[src/rtl/hpmc_pkg.sv]
`timescale 1ns / 1ps
// ----------------------------------------------------------------------------
// hpmc_pkg - shared definitions for half-pel motion compensation
// Pixel and size widths, register indexes, default limits and the record
// that moves from the front end through the work queue to the back end.
// ----------------------------------------------------------------------------
package hpmc_pkg;

   // pixel and field widths
   localparam int PIX_W      = 8;
   localparam int CSR_IDX_W  = 3;
   localparam int CSR_DATA_W = 5;

   // width used for size arithmetic; holds the largest region width (32)
   localparam int SIZE_W = 7;

   // default block limits
   localparam int DEF_MAX_WIDTH  = 16;
   localparam int DEF_MAX_HEIGHT = 16;

   // work queue between front and back end
   localparam int QUEUE_DEPTH = 4;
   localparam int QPTR_W      = $clog2(QUEUE_DEPTH);
   localparam int QCNT_W      = $clog2(QUEUE_DEPTH + 1);

   // register reset values
   localparam logic [CSR_DATA_W-1:0] BLOCK_WIDTH_RST  = CSR_DATA_W'(16);
   localparam logic [CSR_DATA_W-1:0] BLOCK_HEIGHT_RST = CSR_DATA_W'(16);

   // register indexes
   typedef enum logic [CSR_IDX_W-1:0] {
      CSR_HALF_X       = 3'd0,
      CSR_HALF_Y       = 3'd1,
      CSR_AVERAGE_MODE = 3'd2,
      CSR_BLOCK_WIDTH  = 3'd3,
      CSR_BLOCK_HEIGHT = 3'd4
   } csr_index_type;

   // one classified pixel awaiting interpolation
   typedef struct packed {
      logic             half_x;
      logic             half_y;
      logic             average_mode;
      logic             last;
      logic [PIX_W-1:0] cur;
      logic [PIX_W-1:0] dst;
      logic [PIX_W-1:0] left;
      logic [PIX_W-1:0] up;
      logic [PIX_W-1:0] upleft;
   } work_item_type;

endpackage

[src/rtl/hpmc_ifs.sv]
`timescale 1ns / 1ps
// ----------------------------------------------------------------------------
// hpmc_ifs - channel interfaces
// Request, response and register write channels, each a valid/ready pair
// with its payload and a source and sink view.
// ----------------------------------------------------------------------------
interface hpmc_req_if;
   logic                       valid;
   logic                       ready;
   logic [hpmc_pkg::PIX_W-1:0] ref_pixel;
   logic [hpmc_pkg::PIX_W-1:0] dest_pixel;

   modport source (output valid, output ref_pixel, output dest_pixel, input ready);
   modport sink   (input valid, input ref_pixel, input dest_pixel, output ready);
endinterface

interface hpmc_rsp_if;
   logic                       valid;
   logic                       ready;
   logic [hpmc_pkg::PIX_W-1:0] pred_pixel;
   logic                       block_last;

   modport source (output valid, output pred_pixel, output block_last, input ready);
   modport sink   (input valid, input pred_pixel, input block_last, output ready);
endinterface

interface hpmc_csr_if;
   logic                            valid;
   logic                            ready;
   logic [hpmc_pkg::CSR_IDX_W-1:0]  index;
   logic [hpmc_pkg::CSR_DATA_W-1:0] data;

   modport source (output valid, output index, output data, input ready);
   modport sink   (input valid, input index, input data, output ready);
endinterface

[src/rtl/half_pel_motion_compensation_top.sv]
`timescale 1ns / 1ps
// ----------------------------------------------------------------------------
// half_pel_motion_compensation_top - half-pel motion-compensated prediction
// Predicts one block from a raster stream of reference pixels.
// ----------------------------------------------------------------------------
// Usage:
//  - csr_ch writes the flags and block size by register index; writes are
//    always taken and should only be issued while the block is idle.
//  - req_ch carries one reference pixel of the source region per
//    transaction, in raster order, with the destination pixel alongside.
//    The region is (width + half_x) by (height + half_y) pixels.
//  - rsp_ch returns one predicted pixel for every reference pixel that
//    completes a predicted position; block_last marks the final one.
//  - Throughput: one pixel per cycle unless the receiver stalls, set by
//    the line store taking one read and one write per cycle in the front
//    end. A result passes the front stage, work queue and output register.
//  - A receiver stall fills the four-entry work queue; req_ch.ready drops
//    once the queue and the front stage together hold four pixels, and
//    nothing is lost.
//  - Reset clears registers to their defaults, the position to the region
//    origin and empties the queue; the line store is not cleared.
// ----------------------------------------------------------------------------
module half_pel_motion_compensation_top #(
   parameter int MAX_WIDTH  = hpmc_pkg::DEF_MAX_WIDTH,
   parameter int MAX_HEIGHT = hpmc_pkg::DEF_MAX_HEIGHT
) (
   input  logic        clock,
   input  logic        reset,
   hpmc_req_if.sink    req_ch,
   hpmc_rsp_if.source  rsp_ch,
   hpmc_csr_if.sink    csr_ch
);
   import hpmc_pkg::*;

   logic                push;
   work_item_type       push_item;
   logic                pop;
   logic                head_valid;
   work_item_type       head_item;
   logic [QCNT_W-1:0]   queue_count;

   // accept, classify and read the line store
   hpmc_front #(
      .MAX_WIDTH  (MAX_WIDTH),
      .MAX_HEIGHT (MAX_HEIGHT)
   ) u_front (
      .clock       (clock),
      .reset       (reset),
      .req_ch      (req_ch),
      .csr_ch      (csr_ch),
      .queue_count (queue_count),
      .item_valid  (push),
      .item        (push_item)
   );

   // decouple front and back end
   hpmc_queue u_queue (
      .clock      (clock),
      .reset      (reset),
      .push       (push),
      .push_item  (push_item),
      .pop        (pop),
      .head_valid (head_valid),
      .head_item  (head_item),
      .count      (queue_count)
   );

   // interpolate and present results
   hpmc_back u_back (
      .clock      (clock),
      .reset      (reset),
      .head_valid (head_valid),
      .head_item  (head_item),
      .pop        (pop),
      .rsp_ch     (rsp_ch)
   );

endmodule

[src/rtl/hpmc_ram.sv]
`timescale 1ns / 1ps
// ----------------------------------------------------------------------------
// hpmc_ram - generic single-write, single-read RAM
// One write port and one registered read port; a read and a write to the
// same address in one cycle return the old contents.
// ----------------------------------------------------------------------------
module hpmc_ram #(
   parameter int WIDTH = 8,
   parameter int DEPTH = 17
) (
   input  logic                     clock,
   input  logic                     wr_en,
   input  logic [$clog2(DEPTH)-1:0] wr_addr,
   input  logic [WIDTH-1:0]         wr_data,
   input  logic                     rd_en,
   input  logic [$clog2(DEPTH)-1:0] rd_addr,
   output logic [WIDTH-1:0]         rd_data
);

   logic [WIDTH-1:0] mem_ff [DEPTH];
   logic [WIDTH-1:0] rd_data_ff;

   // write, and read the old contents
   always_ff @(posedge clock) begin
      if (wr_en) begin
         mem_ff[wr_addr] <= wr_data;
      end
      if (rd_en) begin
         rd_data_ff <= mem_ff[rd_addr];
      end
   end

   assign rd_data = rd_data_ff;

endmodule

[src/rtl/hpmc_queue.sv]
`timescale 1ns / 1ps
// ----------------------------------------------------------------------------
// hpmc_queue - work queue between front and back end
// Small register FIFO of classified pixels; the fill count goes back to the
// front end for flow control.
// ----------------------------------------------------------------------------
module hpmc_queue (
   input  logic                          clock,
   input  logic                          reset,
   input  logic                          push,
   input  hpmc_pkg::work_item_type       push_item,
   input  logic                          pop,
   output logic                          head_valid,
   output hpmc_pkg::work_item_type       head_item,
   output logic [hpmc_pkg::QCNT_W-1:0]   count
);
   import hpmc_pkg::*;

   work_item_type       entry_ff [QUEUE_DEPTH];
   logic [QPTR_W-1:0]   wr_ptr_ff, wr_ptr_in;
   logic [QPTR_W-1:0]   rd_ptr_ff, rd_ptr_in;
   logic [QCNT_W-1:0]   count_ff, count_in;

   // advance pointers and fill count
   always_comb begin
      wr_ptr_in = push ? QPTR_W'(wr_ptr_ff + 1'b1) : wr_ptr_ff;
      rd_ptr_in = pop  ? QPTR_W'(rd_ptr_ff + 1'b1) : rd_ptr_ff;
      count_in  = count_ff;
      if (push && !pop) begin
         count_in = QCNT_W'(count_ff + 1'b1);
      end else if (pop && !push) begin
         count_in = QCNT_W'(count_ff - 1'b1);
      end
   end

   always_ff @(posedge clock) begin
      if (reset) begin
         wr_ptr_ff <= '0;
         rd_ptr_ff <= '0;
         count_ff  <= '0;
      end else begin
         wr_ptr_ff <= wr_ptr_in;
         rd_ptr_ff <= rd_ptr_in;
         count_ff  <= count_in;
      end
   end

   // store the pushed transaction
   always_ff @(posedge clock) begin
      if (push) begin
         entry_ff[wr_ptr_ff] <= push_item;
      end
   end

   assign head_valid = (count_ff != '0);
   assign head_item  = entry_ff[rd_ptr_ff];
   assign count      = count_ff;

endmodule

[src/rtl/hpmc_front.sv]
`timescale 1ns / 1ps
// ----------------------------------------------------------------------------
// hpmc_front - front end of half-pel motion compensation
// Holds the control registers, accepts reference pixels, tracks the position
// in the source region, keeps the previous row in a line store and decides
// which pixels complete a predicted position.
// ----------------------------------------------------------------------------
module hpmc_front #(
   parameter int MAX_WIDTH  = hpmc_pkg::DEF_MAX_WIDTH,
   parameter int MAX_HEIGHT = hpmc_pkg::DEF_MAX_HEIGHT
) (
   input  logic                        clock,
   input  logic                        reset,
   hpmc_req_if.sink                    req_ch,
   hpmc_csr_if.sink                    csr_ch,
   input  logic [hpmc_pkg::QCNT_W-1:0] queue_count,
   output logic                        item_valid,
   output hpmc_pkg::work_item_type     item
);
   import hpmc_pkg::*;

   localparam int COL_DEPTH = MAX_WIDTH + 1;
   localparam int COL_W     = $clog2(COL_DEPTH);
   localparam int ROW_W     = $clog2(MAX_HEIGHT + 1);

   // control registers
   logic                  half_x_ff;
   logic                  half_y_ff;
   logic                  average_mode_ff;
   logic [CSR_DATA_W-1:0] block_width_ff;
   logic [CSR_DATA_W-1:0] block_height_ff;

   // position and neighbour registers
   logic [COL_W-1:0] col_ff, col_in;
   logic [ROW_W-1:0] row_ff, row_in;
   logic [PIX_W-1:0] left_ff;
   logic [PIX_W-1:0] upleft_ff;

   // stage register holding the pixel while the line store is read
   logic             s1_valid_ff;
   logic             s1_produce_ff;
   work_item_type    s1_item_ff;

   logic [SIZE_W-1:0] bw, bh, rw, rh;
   logic [SIZE_W-1:0] col_ext, row_ext, col_inc, row_inc;
   logic              accept;
   logic              produce;
   logic              last;
   logic [PIX_W-1:0]  up_data;
   logic [QCNT_W:0]   in_flight;

   // register writes, always taken
   assign csr_ch.ready = 1'b1;

   always_ff @(posedge clock) begin
      if (reset) begin
         half_x_ff       <= 1'b0;
         half_y_ff       <= 1'b0;
         average_mode_ff <= 1'b0;
         block_width_ff  <= BLOCK_WIDTH_RST;
         block_height_ff <= BLOCK_HEIGHT_RST;
      end else if (csr_ch.valid) begin
         unique case (csr_ch.index)
            CSR_HALF_X:       half_x_ff       <= csr_ch.data[0];
            CSR_HALF_Y:       half_y_ff       <= csr_ch.data[0];
            CSR_AVERAGE_MODE: average_mode_ff <= csr_ch.data[0];
            CSR_BLOCK_WIDTH:  block_width_ff  <= csr_ch.data;
            CSR_BLOCK_HEIGHT: block_height_ff <= csr_ch.data;
            default: ;
         endcase
      end
   end

   // clamp sizes into 1..max and form the region size
   always_comb begin
      if (block_width_ff == '0) begin
         bw = SIZE_W'(1);
      end else if (SIZE_W'(block_width_ff) > SIZE_W'(MAX_WIDTH)) begin
         bw = SIZE_W'(MAX_WIDTH);
      end else begin
         bw = SIZE_W'(block_width_ff);
      end
      if (block_height_ff == '0) begin
         bh = SIZE_W'(1);
      end else if (SIZE_W'(block_height_ff) > SIZE_W'(MAX_HEIGHT)) begin
         bh = SIZE_W'(MAX_HEIGHT);
      end else begin
         bh = SIZE_W'(block_height_ff);
      end
      rw = bw + SIZE_W'(half_x_ff);
      rh = bh + SIZE_W'(half_y_ff);
   end

   // hold off while the queue cannot take every transaction in flight
   assign in_flight    = (QCNT_W + 1)'(queue_count) + (QCNT_W + 1)'(s1_valid_ff);
   assign req_ch.ready = !reset && (in_flight < (QCNT_W + 1)'(QUEUE_DEPTH));
   assign accept       = req_ch.valid && req_ch.ready;

   // classify the position: border pixels and positions outside give nothing
   always_comb begin
      col_ext = SIZE_W'(col_ff);
      row_ext = SIZE_W'(row_ff);
      col_inc = col_ext + SIZE_W'(1);
      row_inc = row_ext + SIZE_W'(1);
      produce = (col_ext >= SIZE_W'(half_x_ff)) && (row_ext >= SIZE_W'(half_y_ff)) &&
                (col_ext < rw) && (row_ext < rh);
      last    = (col_inc == rw) && (row_inc == rh);
   end

   // advance the raster position, wrap at row and region end
   always_comb begin
      col_in = col_ff;
      row_in = row_ff;
      if (accept) begin
         if (col_inc >= rw) begin
            col_in = '0;
            row_in = (row_inc >= rh) ? '0 : row_inc[ROW_W-1:0];
         end else begin
            col_in = col_inc[COL_W-1:0];
         end
      end
   end

   always_ff @(posedge clock) begin
      if (reset) begin
         col_ff      <= '0;
         row_ff      <= '0;
         left_ff     <= '0;
         upleft_ff   <= '0;
         s1_valid_ff <= 1'b0;
      end else begin
         col_ff      <= col_in;
         row_ff      <= row_in;
         s1_valid_ff <= accept;
         if (accept) begin
            left_ff <= req_ch.ref_pixel;
         end
         if (s1_valid_ff) begin
            upleft_ff <= up_data;
         end
      end
   end

   // capture the transaction while the line store is read
   always_ff @(posedge clock) begin
      if (accept) begin
         s1_produce_ff           <= produce;
         s1_item_ff.half_x       <= half_x_ff;
         s1_item_ff.half_y       <= half_y_ff;
         s1_item_ff.average_mode <= average_mode_ff;
         s1_item_ff.last         <= last;
         s1_item_ff.cur          <= req_ch.ref_pixel;
         s1_item_ff.dst          <= req_ch.dest_pixel;
         s1_item_ff.left         <= left_ff;
         s1_item_ff.up           <= '0;
         s1_item_ff.upleft       <= '0;
      end
   end

   // line store of the previous region row
   hpmc_ram #(
      .WIDTH (PIX_W),
      .DEPTH (COL_DEPTH)
   ) u_line_store (
      .clock   (clock),
      .wr_en   (accept),
      .wr_addr (col_ff),
      .wr_data (req_ch.ref_pixel),
      .rd_en   (accept),
      .rd_addr (col_ff),
      .rd_data (up_data)
   );

   // pass on only pixels that complete a predicted position
   always_comb begin
      item        = s1_item_ff;
      item.up     = up_data;
      item.upleft = upleft_ff;
   end
   assign item_valid = s1_valid_ff && s1_produce_ff;

endmodule

[src/rtl/hpmc_back.sv]
`timescale 1ns / 1ps
// ----------------------------------------------------------------------------
// hpmc_back - back end of half-pel motion compensation
// Takes classified pixels from the work queue, forms the half-pel average
// and the optional average with the destination, and holds the result in
// an output register until the receiver takes it.
// ----------------------------------------------------------------------------
module hpmc_back (
   input  logic                    clock,
   input  logic                    reset,
   input  logic                    head_valid,
   input  hpmc_pkg::work_item_type head_item,
   output logic                    pop,
   hpmc_rsp_if.source              rsp_ch
);
   import hpmc_pkg::*;

   logic             out_valid_ff, out_valid_in;
   logic [PIX_W-1:0] pred_ff;
   logic             last_ff;

   logic [PIX_W:0]   sum_x;
   logic [PIX_W:0]   sum_y;
   logic [PIX_W+1:0] sum_xy;
   logic [PIX_W:0]   sum_dst;
   logic [PIX_W-1:0] interp;
   logic [PIX_W-1:0] pred;

   // half-pel interpolation
   always_comb begin
      sum_x  = {1'b0, head_item.left} + {1'b0, head_item.cur} + (PIX_W + 1)'(1);
      sum_y  = {1'b0, head_item.up} + {1'b0, head_item.cur} + (PIX_W + 1)'(1);
      sum_xy = {2'b00, head_item.upleft} + {2'b00, head_item.up} +
               {2'b00, head_item.left} + {2'b00, head_item.cur} + (PIX_W + 2)'(2);
      case ({head_item.half_x, head_item.half_y})
         2'b11:   interp = sum_xy[PIX_W+1:2];
         2'b10:   interp = sum_x[PIX_W:1];
         2'b01:   interp = sum_y[PIX_W:1];
         default: interp = head_item.cur;
      endcase
      sum_dst = {1'b0, head_item.dst} + {1'b0, interp} + (PIX_W + 1)'(1);
      pred    = head_item.average_mode ? sum_dst[PIX_W:1] : interp;
   end

   // load the output register when it is empty or being taken
   assign pop          = head_valid && (!out_valid_ff || rsp_ch.ready);
   assign out_valid_in = pop || (out_valid_ff && !rsp_ch.ready);

   always_ff @(posedge clock) begin
      if (reset) begin
         out_valid_ff <= 1'b0;
      end else begin
         out_valid_ff <= out_valid_in;
      end
   end

   always_ff @(posedge clock) begin
      if (pop) begin
         pred_ff <= pred;
         last_ff <= head_item.last;
      end
   end

   assign rsp_ch.valid      = out_valid_ff;
   assign rsp_ch.pred_pixel = pred_ff;
   assign rsp_ch.block_last = last_ff;

endmodule

[src/flat_wrapper.sv]
// flat-port wrapper written by rule: the top's interface ports become plain ports
module half_pel_motion_compensation_top_flat import hpmc_pkg::*;
#(
   parameter int MAX_WIDTH  = hpmc_pkg::DEF_MAX_WIDTH,
   parameter int MAX_HEIGHT = hpmc_pkg::DEF_MAX_HEIGHT
)
  (clock, reset, req_ch_valid, req_ch_ref_pixel, req_ch_dest_pixel, req_ch_ready, rsp_ch_valid, rsp_ch_pred_pixel, rsp_ch_block_last, rsp_ch_ready, csr_ch_valid, csr_ch_index, csr_ch_data, csr_ch_ready);
  hpmc_req_if req_ch_i ();
  hpmc_rsp_if rsp_ch_i ();
  hpmc_csr_if csr_ch_i ();
  input  logic clock;
  input  logic reset;
  input wire logic [$bits(req_ch_i.valid)-1:0] req_ch_valid;
  input wire logic [$bits(req_ch_i.ref_pixel)-1:0] req_ch_ref_pixel;
  input wire logic [$bits(req_ch_i.dest_pixel)-1:0] req_ch_dest_pixel;
  output wire logic [$bits(req_ch_i.ready)-1:0] req_ch_ready;
  output wire logic [$bits(rsp_ch_i.valid)-1:0] rsp_ch_valid;
  output wire logic [$bits(rsp_ch_i.pred_pixel)-1:0] rsp_ch_pred_pixel;
  output wire logic [$bits(rsp_ch_i.block_last)-1:0] rsp_ch_block_last;
  input wire logic [$bits(rsp_ch_i.ready)-1:0] rsp_ch_ready;
  input wire logic [$bits(csr_ch_i.valid)-1:0] csr_ch_valid;
  input wire logic [$bits(csr_ch_i.index)-1:0] csr_ch_index;
  input wire logic [$bits(csr_ch_i.data)-1:0] csr_ch_data;
  output wire logic [$bits(csr_ch_i.ready)-1:0] csr_ch_ready;
  assign req_ch_i.valid = req_ch_valid;
  assign req_ch_i.ref_pixel = req_ch_ref_pixel;
  assign req_ch_i.dest_pixel = req_ch_dest_pixel;
  assign req_ch_ready = req_ch_i.ready;
  assign rsp_ch_valid = rsp_ch_i.valid;
  assign rsp_ch_pred_pixel = rsp_ch_i.pred_pixel;
  assign rsp_ch_block_last = rsp_ch_i.block_last;
  assign rsp_ch_i.ready = rsp_ch_ready;
  assign csr_ch_i.valid = csr_ch_valid;
  assign csr_ch_i.index = csr_ch_index;
  assign csr_ch_i.data = csr_ch_data;
  assign csr_ch_ready = csr_ch_i.ready;
  half_pel_motion_compensation_top #(.MAX_WIDTH(MAX_WIDTH), .MAX_HEIGHT(MAX_HEIGHT)) u_core (.clock(clock), .reset(reset), .req_ch(req_ch_i), .rsp_ch(rsp_ch_i), .csr_ch(csr_ch_i));
endmodule
[config.mk]
export PLATFORM = sky130hd
export DESIGN_NAME = half_pel_motion_compensation_top_flat
export DESIGN_NICKNAME = d
export VERILOG_FILES = /design/src/rtl/hpmc_pkg.sv /design/src/rtl/hpmc_ifs.sv /design/src/rtl/half_pel_motion_compensation_top.sv /design/src/rtl/hpmc_ram.sv /design/src/rtl/hpmc_queue.sv /design/src/rtl/hpmc_front.sv /design/src/rtl/hpmc_back.sv /design/src/flat_wrapper.sv
export SDC_FILE = /design/constraint.sdc
export NUM_CORES = 1
export LEC_CHECK = 0
export BUFFER_PORTS_ARGS = -buffer_cell sky130_fd_sc_hd__buf_2
export CAP_MARGIN = 20
export CORE_ASPECT_RATIO = 2
export CORE_UTILIZATION = 59
export CTS_CLUSTER_DIAMETER = 150
export CTS_CLUSTER_SIZE = 40
export DETAILED_ROUTE_END_ITERATION = 8
export GPL_ROUTABILITY_DRIVEN = 0
export PLACE_DENSITY = 0.76
export SYNTH_ARGS = -nofsm -noshare
export SYNTH_HDL_FRONTEND = slang
export SYNTH_SLANG_ARGS = --single-unit
[constraint.sdc]
create_clock -name clock -period 8.54 [get_ports clock]
set_clock_uncertainty 0.15 [all_clocks]
set_input_delay 1.708 -clock clock [delete_from_list [all_inputs] [get_ports clock]]
set_output_delay 1.708 -clock clock [all_outputs]
set_load 0.02 [all_outputs]
==> key figures, run 1 <==
Synthesis
  – Synth Area in Adders: 0.0686
  – Most area-hungry cell type in the Yosys netlist: edfxtp_1
  – Mux cell area share after synthesis: 0.117
  – Share of the synthesized area in the top cell type: 0.599
  – Post-Synth XOR/XNOR Area: 0.0161
  – Synth Area in Simple Gates: 0.0627
  – Ranking of synthesized cells by area: edfxtp_1, mux4_2, dfxtp_1
  – Compound-cell area share of the yosys netlist: 0.0557
  – Mapped Avg Cell Area: 15.9 sq um
  – Post-Synthesis Cell Area: 17,900 sq um
  – Combinational family with the most area after synthesis: multiplexers
  – Number of synthesized flops with an enable pin: 358
  – Sequential fraction of the synthesis area: 0.655
  – Post-Synthesis Cells: 1,126
  – Asr flop ratio synth: 0
  – Unique cell type count in the Yosys netlist: 69
  – Commonest register cell after synthesis: edfxtp_1
  – Synth warn: 0
  – Yosys reg bits: 408

Timing
  – RSZ-0062 raised after global routing: false
  – Max Slew Vio Count: 0
  – Setup WS post-layout: 2450 ps
  – Endpoints failing setup: 0
  – Fin crit period: 6090 ps
  – Worst-margin pin slew: 1010 ps
  – Relative slew slack: 0.322
  – Crit share post-route: 0.713
  – Achievable Freq: 0.164 GHz
  – Hold Fails Final Rpt: 0
  – TNS Setup: 0 ps

GRT
  – First-pass GRT wire length: 54.0 mm
  – Gr ovfl total: 0
  – Largest net degree at the start of global routing: 50
  – GRT Total Usage: 0.229
  – Vias in the first global route: 10,100
  – Initial antenna violation count: 0

Critical path
  – Reg2reg setup slack: 2450 ps
  – Critical Path RT: 8680 ps
  – CP Class: reg -> reg
  – Levels on crit path: 19
  – WP buf/inv: 2
  – Worst EP arrival: 6240 ps
  – Crit-path slowest cell: dfxtp_2
  – Max FO, Critical Path: 33
  – CP Capture Type: flop
  – Max stage delay on crit path: 900 ps
  – R2R depth: 19
  – CP startpoint kind: flop
  – FF-to-FF End: u_core.u_back.rsp_ch.pred_pixel[7]$_DFFE_PP_
  – CP Cell Sequence: mux4_2 > inv_1 > fa_1 > fa_1 > inv_1 > ha_1 > or4_1 > a221o_1 > a31oi_1 > xnor2_1 > nand2_1 > a32oi_1 > ha_1 > a21boi_0 > o21ai_0 > nand2b_1 > a21o_1 > a211oi_1 > a31oi_1
  – Delay-heaviest family, CP: compound AO/OA/AOI/OAI gates

CTS
  – Root Buffer Master: clkbuf_16
  – Post-CTS setup buffers: 0
  – H-tree depth: 1
  – Clock Path Buffers: 3
  – Hold buffers post-CTS: 0
  – Clk_lat worst skew: 530 ps
  – CTS Buf Count: 14
  – Reg clk slew, reported paths: 150 ps
  – Clk sinks: 408
  – CTS tree: yes
  – Post_cts resized: 0

Place
  – Post-placement cell count: 1,510
  – Area after DPL: 18,600 sq um
  – DP Worst Slack: 2400 ps
  – DP HPWL: 24.6 mm
  – I/O Buffers: 39

Final layout
  – Layout area overhead: 5.84%
  – Final nets: 1,274
  – Post-Layout Inst Area: 19,000 sq um
  – Reg area: 11,800 sq um
  – Multi-input logic area: 5760 sq um
  – Final core utilization: 0.631
  – Fillers: 2,136
  – N_diodes: 0
  – Share of layout cells above drive strength 1: 0.149
  – Final Non-Filler Cells: 1,534

Floorplanning
  – Die Ht: 249 um
  – Starting density of the core: 0.597
  – Die X: 125 um
  – Core box area: 30,100 sq um
  – I/O pin cnt: 41
  – Row cnt: 90
  – DIE AREA: 31,100 sq um

Route
  – Vias: 9,308
  – DR iter-0 viols: 518
  – Avg WL per Cell: 22.3 um
  – WL final: 34.2 mm
  – DR DRC count: 2
  – ANT nets after route: 0
  – Via-to-Cell Ratio: 6.07
  – Router iterations before antenna repair: 8

Min path
  – Worst min-delay path class: reg -> reg
  – Hold endpoint: u_core.u_front.item[41]$_DFFE_PP_
  – Hold Path Cell Cnt: 0
  – Min-delay src: u_core.u_front.average_mode_ff$_SDFFE_PP0P_

Power
  – Leakage: 0.00648 uW
  – Power per cell area: 325 nW/um^2
  – Max VDD drop: 218 uV

Status
  – Failing checks: design-rule violations
  – Status: finished, violations left

Flow run
  – Max-cap violations: 0
flip-flops by register name (all words and copies together), names as in the netlist, 2 cells and up, named ones only:
| name | flops |
|---|---|
| u_core.u_front.left_ff | 8 |
| u_core.u_back.rsp_ch.pred_pixel | 8 |
| u_core.u_front.block_height_ff | 5 |
| u_core.u_queue.count | 3 |
| u_core.u_front.u_line_store.rd_data | 8 |
| u_core.u_front.col_ff | 5 |
| u_core.u_queue.entry_ff | 176 |
| u_core.u_front.item | 28 |
| u_core.u_queue.rd_ptr_ff | 2 |
| u_core.u_queue.wr_ptr_ff | 2 |
| u_core.u_front.row_ff | 5 |
| u_core.u_front.u_line_store.mem_ff | 136 |
| u_core.u_front.upleft_ff | 8 |
| u_core.u_front.block_width_ff | 5 |
synthesized netlist by cell type (all sizes together), types with 10 or more instances:
library cell / number
a21oi: 31
a31oi: 12
buf: 17
clkbuf: 23
dfxtp: 50
edfxtp: 358
fa: 19
ha: 68
inv: 69
mux2i: 31
mux4: 75
nand2: 56
nand3: 14
nor2: 77
nor2b: 22
nor3: 13
o21a: 10
o21ai: 27
xnor2: 18
xor2: 15
per-stage QoR:
| step | power (uW) | hold WS [ps] |
|---|---|---|
| 6_report | 6170 | 300 |
| 5_1_grt | 6590 | 318 |
| 4_1_cts | 6210 | 292 |
| 3_5_place_dp | 5320 | 272 |
| 3_3_place_gp | 5230 | 262 |
| 2_1_floorplan | 4670 | 252 |
cells by family after synthesis:
family	Yosys count
XOR/XNOR	33
buffers and inverters	110
multiplexers	114
adder cells (fa/ha/maj)	87
AO/OA/AOI/OAI	141
flip-flops	408
AND/OR/NAND/NOR	232
other	1
power by group:
| group | internal [uW] | switching (uW) | total [uW] |
|---|---|---|---|
| clock network | 341 | 556 | 898 |
| registers | 2330 | 98.3 | 2430 |
| logic | 1270 | 1570 | 2850 |
| total | 3950 | 2230 | 6170 |
layout by cell type, fill, tap and decap left out, drive strengths merged, types with 13 or more instances in the layout:
cell type    n
a21oi       31
buf         54
clkbuf      23
dfxtp       50
edfxtp     358
fa          19
ha          68
inv         70
mux2i       31
mux4        75
nand2       56
nand3       14
nor2        77
nor2b       22
nor3        13
o21ai       27
xnor2       18
xor2        15
worst max-delay path by stage:
stage          slack [ps]                                           end
2_1_floorplan        2430  u_core.u_back.rsp_ch.pred_pixel[7]$_DFFE_PP_
3_3_place_gp         2540  u_core.u_back.rsp_ch.pred_pixel[7]$_DFFE_PP_
3_5_place_dp         2400  u_core.u_back.rsp_ch.pred_pixel[7]$_DFFE_PP_
4_1_cts              2400  u_core.u_back.rsp_ch.pred_pixel[7]$_DFFE_PP_
5_1_grt              2050  u_core.u_back.rsp_ch.pred_pixel[7]$_DFFE_PP_
6_report             2450  u_core.u_back.rsp_ch.pred_pixel[7]$_DFFE_PP_
layout make-up:
cell class,instances,area share
inverters,70,0.0138
flip-flops and latches,408,0.619
clock inverters,1,0.00158
clock buffers,23,0.0214
repair buffers,54,0.0162
well taps,368,0.0243
multi-input cells,610,0.303
per-layer routing:
layer	routed length (um)	global-route usage
met5	0	0
met4	1690	0.119
met3	708	0.0166
met2	20100	0.463
met1	11700	0.227
Power figures use the tool's default switching activity.
==> run 2: changes to the inputs <==
Clock period 8.54 ns to 6.4 ns, I/O delays scaled along.
==> key figures, run 2 (same netlist as run 1, synthesis figures left out) <==
Route
  – Via-to-Cell Ratio: 6.11
  – Router iterations before antenna repair: 9
  – Vias: 9,438
  – DR iter-0 viols: 584
  – ANT nets after route: 0
  – Avg WL per Cell: 22.2 um
  – WL final: 34.3 mm
  – DR DRC count: 2

GRT
  – Gr ovfl total: 0
  – Largest net degree at the start of global routing: 48
  – Vias in the first global route: 9,977
  – First-pass GRT wire length: 53.6 mm
  – Initial antenna violation count: 0
  – GRT Total Usage: 0.228

Floorplanning
  – Die X: 125 um
  – DIE AREA: 31,100 sq um
  – Die Ht: 249 um
  – Starting density of the core: 0.597
  – I/O pin cnt: 41
  – Row cnt: 90
  – Core box area: 30,100 sq um

Final layout
  – Multi-input logic area: 5760 sq um
  – Commonest non-fill, non-tap cells in the layout: edfxtp_1, nor2_1, mux4_2
  – Commonest non-fill, non-tap cell in the layout: edfxtp_1
  – Share of layout cells above drive strength 1: 0.157
  – Max FFs per register: 176
  – N_diodes: 0
  – Biggest register: u_core.u_queue.entry_ff
  – Reg area: 11,800 sq um
  – Layout area overhead: 6.42%
  – Final Non-Filler Cells: 1,545
  – Final nets: 1,285
  – Fillers: 2,092

Critical path
  – FF-to-FF End: u_core.u_back.rsp_ch.pred_pixel[7]$_DFFE_PP_
  – Max FO, Critical Path: 13
  – Critical Path RT: 6550 ps
  – Worst EP arrival: 6080 ps
  – CP Capture Type: flop
  – R2R depth: 21
  – CP endpoint: u_core.u_back.rsp_ch.pred_pixel[7]$_DFFE_PP_
  – CP Class: reg -> reg
  – Reg2reg setup slack: 460 ps
  – CP startpoint kind: flop

Min path
  – Worst min-delay path class: reg -> reg
  – Min-delay src: u_core.u_front.average_mode_ff$_SDFFE_PP0P_

Place
  – I/O Buffers: 39
  – Post-placement cell count: 1,512
  – DP HPWL: 24.4 mm

Timing
  – Max Slew Vio Count: 0
  – Endpoints failing setup: 0
  – Crit share post-route: 0.927
  – Fin crit period: 5940 ps
  – Worst-margin pin slew: 1040 ps
  – Hold Fails Final Rpt: 0
  – Relative slew slack: 0.305
  – Achievable Freq: 0.168 GHz
  – RSZ-0062 raised after global routing: false
  – TNS Setup: 0 ps

CTS
  – CTS tree: yes
  – Clk sinks: 408
  – Reg clk slew, reported paths: 150 ps
  – Root Buffer Master: clkbuf_16
  – CTS Buf Count: 14
  – H-tree depth: 1
  – Clock Path Buffers: 3
  – Clk_lat worst skew: 540 ps

Power
  – Leakage: 0.00654 uW
  – Power per cell area: 434 nW/um^2
  – Max VDD drop: 310 uV
  – Overall Power: 8280 uW

Flow run
  – Max-cap violations: 0

Status
  – Status: finished, violations left
  – Failing checks: design-rule violations
-- run 2: cell type report --
type                    instances  share of cell area
repair buffers                 65              0.0215
well taps                     368              0.0241
multi-input cells             610               0.302
flip-flops and latches        408               0.616
inverters                      70              0.0138
clock inverters                 1             0.00157
clock buffers                  23              0.0212
-- run 2: worst min path at each step --
| stage | endpoint | slack [ps] | depth (start not counted) |
|---|---|---|---|
| 4_1_cts | u_core.u_front.item[19]$_DFFE_PP_ | 300 | 0 |
| 3_5_place_dp | u_core.u_front.item[22]$_DFFE_PP_ | 270 | 0 |
| 3_3_place_gp | u_core.u_front.item[41]$_DFFE_PP_ | 260 | 0 |
| 5_1_grt | u_core.u_front.item[41]$_DFFE_PP_ | 320 | 0 |
| 2_1_floorplan | u_core.u_front.item[41]$_DFFE_PP_ | 250 | 0 |
| 6_report | u_core.u_front.item[41]$_DFFE_PP_ | 300 | 0 |
-- run 2: power by group --
| group | switching, uW | leakage (uW) | internal [uW] |
|---|---|---|---|
| clock | 753 | 0.000206 | 455 |
| sequential | 97.7 | 0.00367 | 3110 |
| combinational | 2130 | 0.00267 | 1730 |
| total | 2980 | 0.00654 | 5300 |
-- run 2: layer usage --
layer  wire length [um]  GRT usage  share of wire
met5                  0          0              0
met2              20100      0.450           0.59
met4               1780      0.123          0.052
met3                730     0.0161          0.021
met1              11600      0.233           0.34
-- run 2: critical path, stage by stage, from the launching register on --
cell      delay (ps)
dfxtp_4          510
buf_4            170
mux4_2           510
inv_1            100
fa_1             450
fa_1             520
inv_1             40
ha_1             230
or4_1            540
a221o_1          320
and3_1           200
o21ai_0          160
nand2_1           70
mux2i_1          200
ha_1             320
o21ai_0          130
a21boi_0         170
o21ai_0          260
nand2b_1         120
a21o_1           200
a211oi_1         230
a31oi_1           60
-- run 2: metrics by stage --
step                instance area [sq um]  hold WS [ps]  setup slack (ps)  utilization
finish                              19100           298               464        0.635
global route                        19100           318              93.5        0.635
CTS                                 19000           301               393        0.632
detailed placement                  18600           267               391        0.617
global placement                    18600           261               501        0.617
floorplan                           17900           252               293            -
-- run 2: what timing repair did --
| item | CTS | global route |
|---|---|---|
| setup endpoints to repair | 0 | 1 |
| hold buffers | 0 | 0 |
| buffers inserted | 0 | 9 |
| gates resized for setup | 0 | 1 |
